[src/hdl/pmte_pkg.sv]
// Shared types and constants of the per-module timestamp extender.
package pmte_pkg;

	localparam int unsigned IDX_W = 6;
	localparam int unsigned LOWER_W = 36;

	localparam logic [29:0] NS_PER_SEC = 30'd1000000000;
	localparam logic [26:0] SYNC_GRACE_NS = 27'd100000000;
	localparam logic [3:0] DIRECT_WIRE_NS = 4'd14;
	localparam logic [15:0] MIN_PACKET_BYTES = 16'd12;
	localparam logic [IDX_W-1:0] DIRECT_FIRST_IDX = 6'd1;
	localparam logic [IDX_W-1:0] DIRECT_LAST_IDX = 6'd4;

	localparam logic [15:0] CABLE_OFFSET_RESET = 16'd0;
	localparam logic [3:0] SYNC_PERIOD_RESET = 4'd1;
	localparam logic [31:0] ROLLOVER_THRESHOLD_RESET = 32'd5000000;
	localparam logic [31:0] GAP_LIMIT_RESET = 32'd2000000000;
	localparam logic [34:0] MISS_LIMIT_RESET = 35'd1100000000;

	typedef enum logic [1:0] {
		STATUS_OK         = 2'd0,
		STATUS_SHORT      = 2'd1,
		STATUS_BAD_MODULE = 2'd2
	} status_t;

	typedef enum logic [1:0] {
		REG_CABLE_OFFSET       = 2'd0,
		REG_SYNC_PERIOD        = 2'd1,
		REG_ROLLOVER_THRESHOLD = 2'd2,
		REG_GAP_LIMIT          = 2'd3
	} cfg_reg_t;

	typedef enum logic [1:0] {
		CMD_SHORT      = 2'd0,
		CMD_BAD_MODULE = 2'd1,
		CMD_HIT        = 2'd2
	} cmd_kind_t;

	typedef struct packed {
		cmd_kind_t          kind;
		logic [IDX_W-1:0]   idx;
		logic [LOWER_W-1:0] lower_ns;
		logic [31:0]        tsec;
	} cmd_t;

	typedef struct packed {
		logic [63:0]      timestamp_ns;
		status_t          status;
		logic [IDX_W-1:0] module_index;
		logic             first_in_module;
		logic             sync_seen;
		logic             large_gap;
		logic             missed_sync;
	} result_t;

	typedef enum logic [2:0] {
		ST_IDLE,
		ST_MUL_SEC,
		ST_MUL_CNT,
		ST_SCALE,
		ST_SUM,
		ST_FINISH
	} back_state_t;

endpackage

[src/hdl/pmte_front.sv]
// Front end: accepts input words and classifies them into commands.
module pmte_front #(
	parameter int unsigned NUM_MODULES = 16
) (
	input  logic               push,
	input  logic               full,
	input  logic [15:0]        packet_bytes,
	input  logic [15:0]        module_number,
	input  logic [31:0]        lower_tick,
	input  logic [31:0]        time_packet_sec,
	output logic               cmd_push,
	output pmte_pkg::cmd_t     cmd
);

	localparam logic [15:0] MaxModule = 16'(NUM_MODULES);

	logic nothing;

	always_comb begin
		nothing = (packet_bytes == 16'd0) || (time_packet_sec == 32'd0);
		cmd_push = push && !full && !nothing;
		cmd.idx = pmte_pkg::IDX_W'(module_number - 16'd1);
		cmd.lower_ns = {lower_tick, 4'b0000};
		cmd.tsec = time_packet_sec;
		priority if (packet_bytes < pmte_pkg::MIN_PACKET_BYTES) begin
			cmd.kind = pmte_pkg::CMD_SHORT;
		end else if ((module_number == 16'd0) || (module_number > MaxModule)) begin
			cmd.kind = pmte_pkg::CMD_BAD_MODULE;
		end else begin
			cmd.kind = pmte_pkg::CMD_HIT;
		end
	end

endmodule

[src/hdl/pmte_fifo.sv]
// Small first-in first-out queue of command words between front and back end.
module pmte_fifo #(
	parameter int unsigned WIDTH = 8,
	parameter int unsigned DEPTH = 2
) (
	input  logic             clk,
	input  logic             arst_n,
	input  logic             push,
	input  logic [WIDTH-1:0] wdata,
	output logic             full,
	input  logic             pop,
	output logic [WIDTH-1:0] rdata,
	output logic             empty
);

	localparam int unsigned PtrW = (DEPTH > 1) ? $clog2(DEPTH) : 1;
	localparam int unsigned CntW = $clog2(DEPTH + 1);
	localparam logic [PtrW-1:0] LastPtr = PtrW'(DEPTH - 1);
	localparam logic [CntW-1:0] FullCount = CntW'(DEPTH);

	logic [WIDTH-1:0] store_q [DEPTH];
	logic [PtrW-1:0]  wr_ptr_q;
	logic [PtrW-1:0]  rd_ptr_q;
	logic [CntW-1:0]  count_q;
	logic             do_push;
	logic             do_pop;

	assign full = (count_q == FullCount);
	assign empty = (count_q == '0);
	assign do_push = push && !full;
	assign do_pop = pop && !empty;
	assign rdata = store_q[rd_ptr_q];

	always_ff @(posedge clk) begin
		if (do_push) begin
			store_q[wr_ptr_q] <= wdata;
		end
	end

	always_ff @(posedge clk or negedge arst_n) begin
		if (!arst_n) begin
			wr_ptr_q <= '0;
			rd_ptr_q <= '0;
			count_q <= '0;
		end else begin
			if (do_push) begin
				wr_ptr_q <= (wr_ptr_q == LastPtr) ? '0 : wr_ptr_q + 1'b1;
			end
			if (do_pop) begin
				rd_ptr_q <= (rd_ptr_q == LastPtr) ? '0 : rd_ptr_q + 1'b1;
			end
			if (do_push && !do_pop) begin
				count_q <= count_q + 1'b1;
			end else if (do_pop && !do_push) begin
				count_q <= count_q - 1'b1;
			end
		end
	end

endmodule

[src/hdl/pmte_back.sv]
// Back end: per-module stores, shared scaling multiplier and result register.
module pmte_back #(
	parameter int unsigned NUM_MODULES = 16
) (
	input  logic                clk,
	input  logic                arst_n,
	input  logic                cfg_we,
	input  logic [1:0]          cfg_index,
	input  logic [31:0]         cfg_data,
	input  logic                cmd_valid,
	input  pmte_pkg::cmd_t      cmd,
	output logic                cmd_pop,
	output pmte_pkg::result_t   res,
	output logic                res_empty,
	input  logic                res_pop
);

	localparam int unsigned IdxW = $clog2(NUM_MODULES);

	logic [15:0] cable_q;
	logic [3:0]  period_q;
	logic [31:0] thr_q;
	logic [31:0] gap_q;
	logic [34:0] miss_limit_q;

	logic [35:0]            lower_mem [NUM_MODULES];
	logic [31:0]            count_mem [NUM_MODULES];
	logic [NUM_MODULES-1:0] valid_q;
	logic [35:0]            lower_rd_q;
	logic [31:0]            count_rd_q;
	logic                   vld_rd_q;

	pmte_pkg::back_state_t state_q;
	pmte_pkg::back_state_t state_d;

	pmte_pkg::cmd_t cmd_q;
	logic           first_q;
	logic           sync_q;
	logic [31:0]    count_q;
	logic [63:0]    prod_q;
	logic [63:0]    syncns_q;
	logic [63:0]    base_q;
	logic [63:0]    ts_q;
	logic [63:0]    delta_q;
	logic           run_started_q;
	logic [63:0]    run_start_q;
	logic [63:0]    last_ts_q;
	logic           out_valid_q;
	pmte_pkg::result_t res_q;

	logic              out_free;
	logic              is_hit;
	logic              rd_en;
	logic              wr_en;
	logic              load_err;
	logic              load_hit;
	logic [IdxW-1:0]   rd_addr;
	logic [IdxW-1:0]   wr_addr;
	logic [31:0]       mul_a;
	logic [61:0]       mul_p;
	logic [35:0]       lower_last;
	logic [31:0]       count_old;
	logic              first_now;
	logic              sync_now;
	logic              direct;
	logic [63:0]       mag;
	logic [34:0]       miss_cfg;
	pmte_pkg::result_t res_d;

	always_comb begin
		miss_cfg = 35'(cfg_data[3:0]) * 35'(pmte_pkg::NS_PER_SEC)
			+ 35'(pmte_pkg::SYNC_GRACE_NS);
	end

	always_ff @(posedge clk or negedge arst_n) begin
		if (!arst_n) begin
			cable_q <= pmte_pkg::CABLE_OFFSET_RESET;
			period_q <= pmte_pkg::SYNC_PERIOD_RESET;
			thr_q <= pmte_pkg::ROLLOVER_THRESHOLD_RESET;
			gap_q <= pmte_pkg::GAP_LIMIT_RESET;
			miss_limit_q <= pmte_pkg::MISS_LIMIT_RESET;
		end else if (cfg_we) begin
			unique case (pmte_pkg::cfg_reg_t'(cfg_index))
				pmte_pkg::REG_CABLE_OFFSET: begin
					cable_q <= cfg_data[15:0];
				end
				pmte_pkg::REG_SYNC_PERIOD: begin
					period_q <= cfg_data[3:0];
					miss_limit_q <= miss_cfg;
				end
				pmte_pkg::REG_ROLLOVER_THRESHOLD: begin
					thr_q <= cfg_data;
				end
				pmte_pkg::REG_GAP_LIMIT: begin
					gap_q <= cfg_data;
				end
			endcase
		end
	end

	assign out_free = !out_valid_q || res_pop;
	assign is_hit = (cmd.kind == pmte_pkg::CMD_HIT);
	assign rd_addr = cmd.idx[IdxW-1:0];
	assign wr_addr = cmd_q.idx[IdxW-1:0];

	always_comb begin
		state_d = state_q;
		unique case (state_q)
			pmte_pkg::ST_IDLE: begin
				if (cmd_valid && is_hit) begin
					state_d = pmte_pkg::ST_MUL_SEC;
				end
			end
			pmte_pkg::ST_MUL_SEC: state_d = pmte_pkg::ST_MUL_CNT;
			pmte_pkg::ST_MUL_CNT: state_d = pmte_pkg::ST_SCALE;
			pmte_pkg::ST_SCALE: state_d = pmte_pkg::ST_SUM;
			pmte_pkg::ST_SUM: state_d = pmte_pkg::ST_FINISH;
			pmte_pkg::ST_FINISH: begin
				if (out_free) begin
					state_d = pmte_pkg::ST_IDLE;
				end
			end
			default: state_d = pmte_pkg::ST_IDLE;
		endcase
	end

	always_comb begin
		rd_en = 1'b0;
		wr_en = 1'b0;
		load_err = 1'b0;
		load_hit = 1'b0;
		cmd_pop = 1'b0;
		unique case (state_q)
			pmte_pkg::ST_IDLE: begin
				rd_en = cmd_valid && is_hit;
				load_err = cmd_valid && !is_hit && out_free;
				cmd_pop = rd_en || load_err;
			end
			pmte_pkg::ST_MUL_CNT: wr_en = 1'b1;
			pmte_pkg::ST_FINISH: load_hit = out_free;
			default: begin
			end
		endcase
	end

	always_ff @(posedge clk or negedge arst_n) begin
		if (!arst_n) begin
			state_q <= pmte_pkg::ST_IDLE;
		end else begin
			state_q <= state_d;
		end
	end

	always_ff @(posedge clk) begin
		if (rd_en) begin
			lower_rd_q <= lower_mem[rd_addr];
			count_rd_q <= count_mem[rd_addr];
			vld_rd_q <= valid_q[rd_addr];
		end
	end

	always_ff @(posedge clk) begin
		if (wr_en) begin
			lower_mem[wr_addr] <= cmd_q.lower_ns;
			count_mem[wr_addr] <= count_q;
		end
	end

	always_ff @(posedge clk or negedge arst_n) begin
		if (!arst_n) begin
			valid_q <= '0;
		end else if (wr_en) begin
			valid_q[wr_addr] <= 1'b1;
		end
	end

	assign mul_a = (state_q == pmte_pkg::ST_MUL_SEC) ? cmd_q.tsec : count_q;
	assign mul_p = mul_a * pmte_pkg::NS_PER_SEC;

	always_comb begin
		lower_last = vld_rd_q ? lower_rd_q : '0;
		count_old = vld_rd_q ? count_rd_q : '0;
		first_now = (lower_last == '0);
		sync_now = !first_now
			&& (({1'b0, cmd_q.lower_ns} + 37'(thr_q)) < {1'b0, lower_last});
		direct = (cmd_q.idx >= pmte_pkg::DIRECT_FIRST_IDX)
			&& (cmd_q.idx <= pmte_pkg::DIRECT_LAST_IDX);
		mag = delta_q[63] ? (64'd0 - delta_q) : delta_q;
	end

	always_ff @(posedge clk) begin
		unique case (state_q)
			pmte_pkg::ST_IDLE: begin
				if (rd_en) begin
					cmd_q <= cmd;
				end
			end
			pmte_pkg::ST_MUL_SEC: begin
				first_q <= first_now;
				sync_q <= sync_now;
				count_q <= count_old + 32'(sync_now);
				prod_q <= 64'(mul_p);
			end
			pmte_pkg::ST_MUL_CNT: begin
				prod_q <= 64'(mul_p);
			end
			pmte_pkg::ST_SCALE: begin
				syncns_q <= first_q ? 64'd0 : 64'(prod_q * period_q);
				base_q <= 64'(cmd_q.lower_ns) + run_start_q
					- ((direct && !first_q) ? 64'(pmte_pkg::DIRECT_WIRE_NS) : 64'd0);
			end
			pmte_pkg::ST_SUM: begin
				ts_q <= base_q + syncns_q;
				delta_q <= base_q + syncns_q - last_ts_q;
			end
			default: begin
			end
		endcase
	end

	always_ff @(posedge clk or negedge arst_n) begin
		if (!arst_n) begin
			run_started_q <= 1'b0;
			run_start_q <= '0;
			last_ts_q <= '0;
		end else begin
			if ((state_q == pmte_pkg::ST_MUL_CNT) && !run_started_q) begin
				run_started_q <= 1'b1;
				run_start_q <= prod_q - 64'(cmd_q.lower_ns) - 64'(cable_q);
				last_ts_q <= prod_q;
			end else if (load_hit && !first_q) begin
				last_ts_q <= ts_q;
			end
		end
	end

	always_comb begin
		res_d = '0;
		if (load_err) begin
			res_d.status = (cmd.kind == pmte_pkg::CMD_SHORT)
				? pmte_pkg::STATUS_SHORT : pmte_pkg::STATUS_BAD_MODULE;
		end else begin
			res_d.timestamp_ns = ts_q;
			res_d.status = pmte_pkg::STATUS_OK;
			res_d.module_index = cmd_q.idx;
			res_d.first_in_module = first_q;
			res_d.sync_seen = sync_q;
			res_d.large_gap = !first_q && (mag > 64'(gap_q));
			res_d.missed_sync = !first_q && ({1'b0, cmd_q.lower_ns} > 37'(miss_limit_q));
		end
	end

	always_ff @(posedge clk) begin
		if (load_err || load_hit) begin
			res_q <= res_d;
		end
	end

	always_ff @(posedge clk or negedge arst_n) begin
		if (!arst_n) begin
			out_valid_q <= 1'b0;
		end else if (load_err || load_hit) begin
			out_valid_q <= 1'b1;
		end else if (res_pop) begin
			out_valid_q <= 1'b0;
		end
	end

	assign res = res_q;
	assign res_empty = !out_valid_q;

endmodule

[src/hdl/per_module_timestamp_extender.sv]
// Top level of the per-module timestamp extender.
//
// Hit words enter through push/full and are taken at an edge with push high and
// full low. Words with zero length or zero seconds are taken and dropped. Each
// other word yields one result word, shown on the result ports while empty is
// low and taken at an edge with pop high. Registers are written through cfg_we,
// cfg_index and cfg_data. The user must write them only while the block is
// idle; the block itself does not enforce this. A front end classifies words
// into a command queue of CMD_DEPTH entries. The back end runs a valid hit
// through store read, two passes through one shared 32 by 30 bit multiplier
// (seconds and sync count to nanoseconds), period scaling, a sum and the final
// compares, and takes no new command until the hit leaves. A short packet or
// bad module word goes from idle to the result register once that is free.
// Reset clears the run start, the last timestamp and the valid bits of the
// per-module stores, so no clearing pass is needed. If pop stays low the
// result register holds, the back end waits, the queue fills and full rises.
module per_module_timestamp_extender #(
	parameter int unsigned NUM_MODULES = 16,
	parameter int unsigned CMD_DEPTH = 2
) (
	input  logic        clk,
	input  logic        arst_n,
	input  logic        cfg_we,
	input  logic [1:0]  cfg_index,
	input  logic [31:0] cfg_data,
	input  logic        push,
	output logic        full,
	input  logic [15:0] packet_bytes,
	input  logic [15:0] module_number,
	input  logic [31:0] lower_tick,
	input  logic [31:0] time_packet_sec,
	output logic        empty,
	input  logic        pop,
	output logic [63:0] timestamp_ns,
	output logic [1:0]  status,
	output logic [5:0]  module_index,
	output logic        first_in_module,
	output logic        sync_seen,
	output logic        large_gap,
	output logic        missed_sync
);

	localparam int unsigned CmdW = $bits(pmte_pkg::cmd_t);

	logic              cmd_push;
	pmte_pkg::cmd_t    cmd_in;
	logic [CmdW-1:0]   cmd_head_bits;
	pmte_pkg::cmd_t    cmd_head;
	logic              cmd_empty;
	logic              cmd_pop;
	pmte_pkg::result_t res;

	pmte_front #(
		.NUM_MODULES(NUM_MODULES)
	) u_front (
		.push(push),
		.full(full),
		.packet_bytes(packet_bytes),
		.module_number(module_number),
		.lower_tick(lower_tick),
		.time_packet_sec(time_packet_sec),
		.cmd_push(cmd_push),
		.cmd(cmd_in)
	);

	pmte_fifo #(
		.WIDTH(CmdW),
		.DEPTH(CMD_DEPTH)
	) u_fifo (
		.clk(clk),
		.arst_n(arst_n),
		.push(cmd_push),
		.wdata(cmd_in),
		.full(full),
		.pop(cmd_pop),
		.rdata(cmd_head_bits),
		.empty(cmd_empty)
	);

	assign cmd_head = pmte_pkg::cmd_t'(cmd_head_bits);

	pmte_back #(
		.NUM_MODULES(NUM_MODULES)
	) u_back (
		.clk(clk),
		.arst_n(arst_n),
		.cfg_we(cfg_we),
		.cfg_index(cfg_index),
		.cfg_data(cfg_data),
		.cmd_valid(!cmd_empty),
		.cmd(cmd_head),
		.cmd_pop(cmd_pop),
		.res(res),
		.res_empty(empty),
		.res_pop(pop)
	);

	assign timestamp_ns = res.timestamp_ns;
	assign status = res.status;
	assign module_index = res.module_index;
	assign first_in_module = res.first_in_module;
	assign sync_seen = res.sync_seen;
	assign large_gap = res.large_gap;
	assign missed_sync = res.missed_sync;

endmodule

[config.mk]
export PLATFORM = sky130hd
export DESIGN_NAME = per_module_timestamp_extender
export DESIGN_NICKNAME = d
export VERILOG_FILES = /design/src/hdl/pmte_pkg.sv /design/src/hdl/pmte_front.sv /design/src/hdl/pmte_fifo.sv /design/src/hdl/pmte_back.sv /design/src/hdl/per_module_timestamp_extender.sv
export SDC_FILE = /design/constraint.sdc
export NUM_CORES = 2
export LEC_CHECK = 0
export BUFFER_PORTS_ARGS = -buffer_cell sky130_fd_sc_hd__buf_2
export CORE_MARGIN = 10
export CORE_UTILIZATION = 35
export DETAILED_ROUTE_END_ITERATION = 8
export PLACE_DENSITY = 0.61
export SLEW_MARGIN = 40
export SYNTH_ARGS = -nofsm -noshare
export SYNTH_HDL_FRONTEND = slang
export SYNTH_SLANG_ARGS = --single-unit
[constraint.sdc]
create_clock -name clk -period 11 [get_ports clk]
set_input_delay 0.55 -clock clk [delete_from_list [all_inputs] [get_ports clk]]
set_output_delay 0.55 -clock clk [all_outputs]
set_load 0.1 [all_outputs]
==> results.md <==
* Register area share after synthesis at 50.8%
* Clock Path Buffers at 4
* Area Growth Syn to Fin at 12.7%
* Largest fanout on the critical path at 36
* Setup violations, final at 0
* CORE AREA at 324000 um^2
* Ys async rst share at 13.0%
* DRT Pass-1 Iters at 6
* Post-DP HPWL at 217000 um
* Most frequent CP cell: fa_1
* Setup tns final at 0 ps
* Crit start category: flip-flop
* Die height at 591 um
* GP Congestion at 0.887
* Worst-Margin Slew at 966 ps
* Fill count at 31200
* Vias at 78800
* Vias per inst at 5.25
* Initial antenna violation count at 17
* Post-Place Worst Slack at 1830 ps
* Netlist cell types at 98
* # resized after CTS at 0
* Total wire length at 317000 um
* Grt ovf at 0
* Highest-count cells in the layout ignoring fill and taps: edfxtp_1, nand2_1, inv_1, ha_1, nand3_1
* WL/cell at 21.1 um
* Mapped Cells at 10300
* Syn_area_per_cell at 11.1 um^2
* Top cells by area, synth: edfxtp_1, ha_1, fa_1, nand2_1, dfrtp_1
* First-pass GRT wire length at 479000 um
* Crit path DAT at 9700 ps
* Vias in the first global route at 76600
* Worst setup margin at 1900 ps
* Clock Pin Slew Worst Setup and Hold Paths at 70 ps
* Num CTS Buffers at 211
* Initial Util at 35.2%
* Most common cell after layout, fill and taps aside: edfxtp_1
* Hold Crit Class: in -> reg
* Fin. max-slew vios at 0
* R2R Path End: u_back.prod_q[61]$_DFFE_PP_
* Share of layout cells above drive strength 1 at 9.08%
* Worst Hold Path EP: u_fifo.store_q[0][66]$_DFFE_PP_
* Post-synth EDFFs at 1713
* Initial DRC count at 7010
* # IOs at 213
* Drt drc at 0
* Maximum clock rate at 110 MHz
* Status: completed
* Hold depth at 2
* FP Rows at 209
* Final Hold Fails at 0
* Fin nets at 11800
* Max incr delay on CP at 630 ps
* DIE AREA at 349000 um^2
* Slowest CP cell: mux2i_1
* Yosys reg bits at 1970
* R2r setup slk at 1900 ps
* Top FF cell, synth: edfxtp_1
* Sink Count at 1970
* Mapped Area at 114000 um^2
* Tmin final at 9100 ps
* Max-slew headroom at 35.6%
* Unrepaired setup endpoints after global routing: false
* PortBufs at 212
* Die X at 591 um
* Clock Skew at 122 ps
* Synth top area share at 45.1%
* Final period util at 82.7%
* Clock Latency Late Sink at 920 ps
* Global Route Usage Sum at 17.6%
* Post-route ant nets at 0
* Final core occ at 39.6%
* Yosys top cell by area: edfxtp_1
* Synth warnings at 0
* Hold path startpoint: module_number[2]
* Worst R2R Path Depth at 28
* Worst setup EP type: flip-flop
* CTS root buf: clkbuf_16
* RR Startpoint: u_back.state_q[1]$_DFFE_PN0P_
* Largest net degree at the start of global routing at 155
* CTS tree: yes
* H-tree depth at 4
* Setup CP Type: reg -> reg
* Syn nets at 11600
* Max-cap violations at 0
* Required @ worst endpoint at 11600 ps
[layout make-up]
class | instances | area (um^2) | share of cell area (%)
clock buffers | 252 | 5500 | 4.29
clock inverters | 134 | 1560 | 1.22
inverters | 975 | 3680 | 2.87
multi-input cells | 6929 | 51100 | 39.8
well taps | 4325 | 5410 | 4.21
repair buffers | 423 | 3190 | 2.48
diodes | 9 | 22.5 | 0.0175
flip-flops and latches | 1970 | 57900 | 45.1
[worst max-delay path by stage]
stage / startpoint / endpoint / slack [ps] / depth (start not counted)
6_report: u_back.state_q[1]$_DFFE_PN0P_ / u_back.prod_q[61]$_DFFE_PP_ / 1900 / 28
5_1_grt: u_back.state_q[1]$_DFFE_PN0P_ / u_back.prod_q[57]$_DFFE_PP_ / 1280 / 28
4_1_cts: u_back.state_q[1]$_DFFE_PN0P_ / u_back.prod_q[61]$_DFFE_PP_ / 1790 / 28
3_5_place_dp: u_back.state_q[1]$_DFFE_PN0P_ / u_back.prod_q[61]$_DFFE_PP_ / 1830 / 28
3_3_place_gp: u_back.state_q[1]$_DFFE_PN0P_ / u_back.prod_q[61]$_DFFE_PP_ / 1660 / 25
2_1_floorplan: u_back.state_q[0]$_DFFE_PN0P_ / u_back.prod_q[61]$_DFFE_PP_ / 1300 / 30
[synthesized netlist by cell type, types with 163 or more instances]
master and instances:
nand2_1 1623, edfxtp_1 1713, clkbuf_1 384, xnor2_1 346, inv_1 973, a21oi_1 369, ha_1 727, fa_1 417
a21o_1 207, a31oi_1 173, dfrtp_1 228, o21ai_0 323, nand3_1 632, xor2_1 163, nor2_1 329
[layer usage]
layer	wire [um]	track usage, %	share of wire, %
met2	150000	29.5	48
met3	18000	1.99	5.7
met1	140000	24.3	44
met4	8540	4.50	2.7
met5	21	0	0.0066
[sequential cells by signal, indices dropped and copies added, names as in the netlist, 16 cells and up]
register and flops:
u_back.valid_q 16, u_back.res 76, u_back.run_start_q 64, u_fifo.store_q 144
u_back.ts_q 64, u_back.syncns_q 55, u_back.count_mem 512, u_back.prod_q 53
u_back.lower_mem 512, u_back.cmd_q 70, u_back.delta_q 64, u_back.gap_q 32
u_back.count_rd_q 32, u_back.thr_q 28, u_back.count_q 32, u_back.lower_rd_q 32
u_back.last_ts_q 64, u_back.cable_q 16, u_back.base_q 64, u_back.miss_limit_q 24
[logic make-up after synthesis]
group                      after synthesis  share of synthesized area [%]
buffers and inverters                 1395                           4.60
and+or+nand+nor                       3385                           13.7
AOI/OAI and AO/OA                     1719                           10.0
DFF                                   1970                           50.8
xor gates and xnor gates               510                           3.93
muxes                                  171                           1.66
adders and majority gates             1144                           15.3
[repair_timing]
action	CTS	global route
hold buffers	77	0
buffers inserted	0	0
endpoints found under the hold margin	211	0
[per-stage QoR]
| step | cell area, um^2 | instances | hold WS, ps |
|---|---|---|---|
| after global routing | 128000 | 15000 | 25.7 |
| after floorplan | 114000 | 10300 | 254 |
| final | 128000 | 15000 | 47.4 |
| after global placement | 120000 | 14500 | 431 |
| after CTS | 128000 | 15000 | 1.73 |
| after detailed placement | 120000 | 14500 | 453 |
[critical path: cells and delay by family (launching register included)]
kind | cells | cell delay (ps)
buffers and inverters | 5 | 520
DFF | 1 | 450
muxes | 1 | 630
and+or+nand+nor | 8 | 1690
AOI/OAI and AO/OA | 4 | 1170
adders and majority gates | 8 | 3810
xor gates and xnor gates | 2 | 550
Power is left out: the tool's default activity adds up to more than one toggle a clock period on the data nets, which glitch-free logic cannot reach.
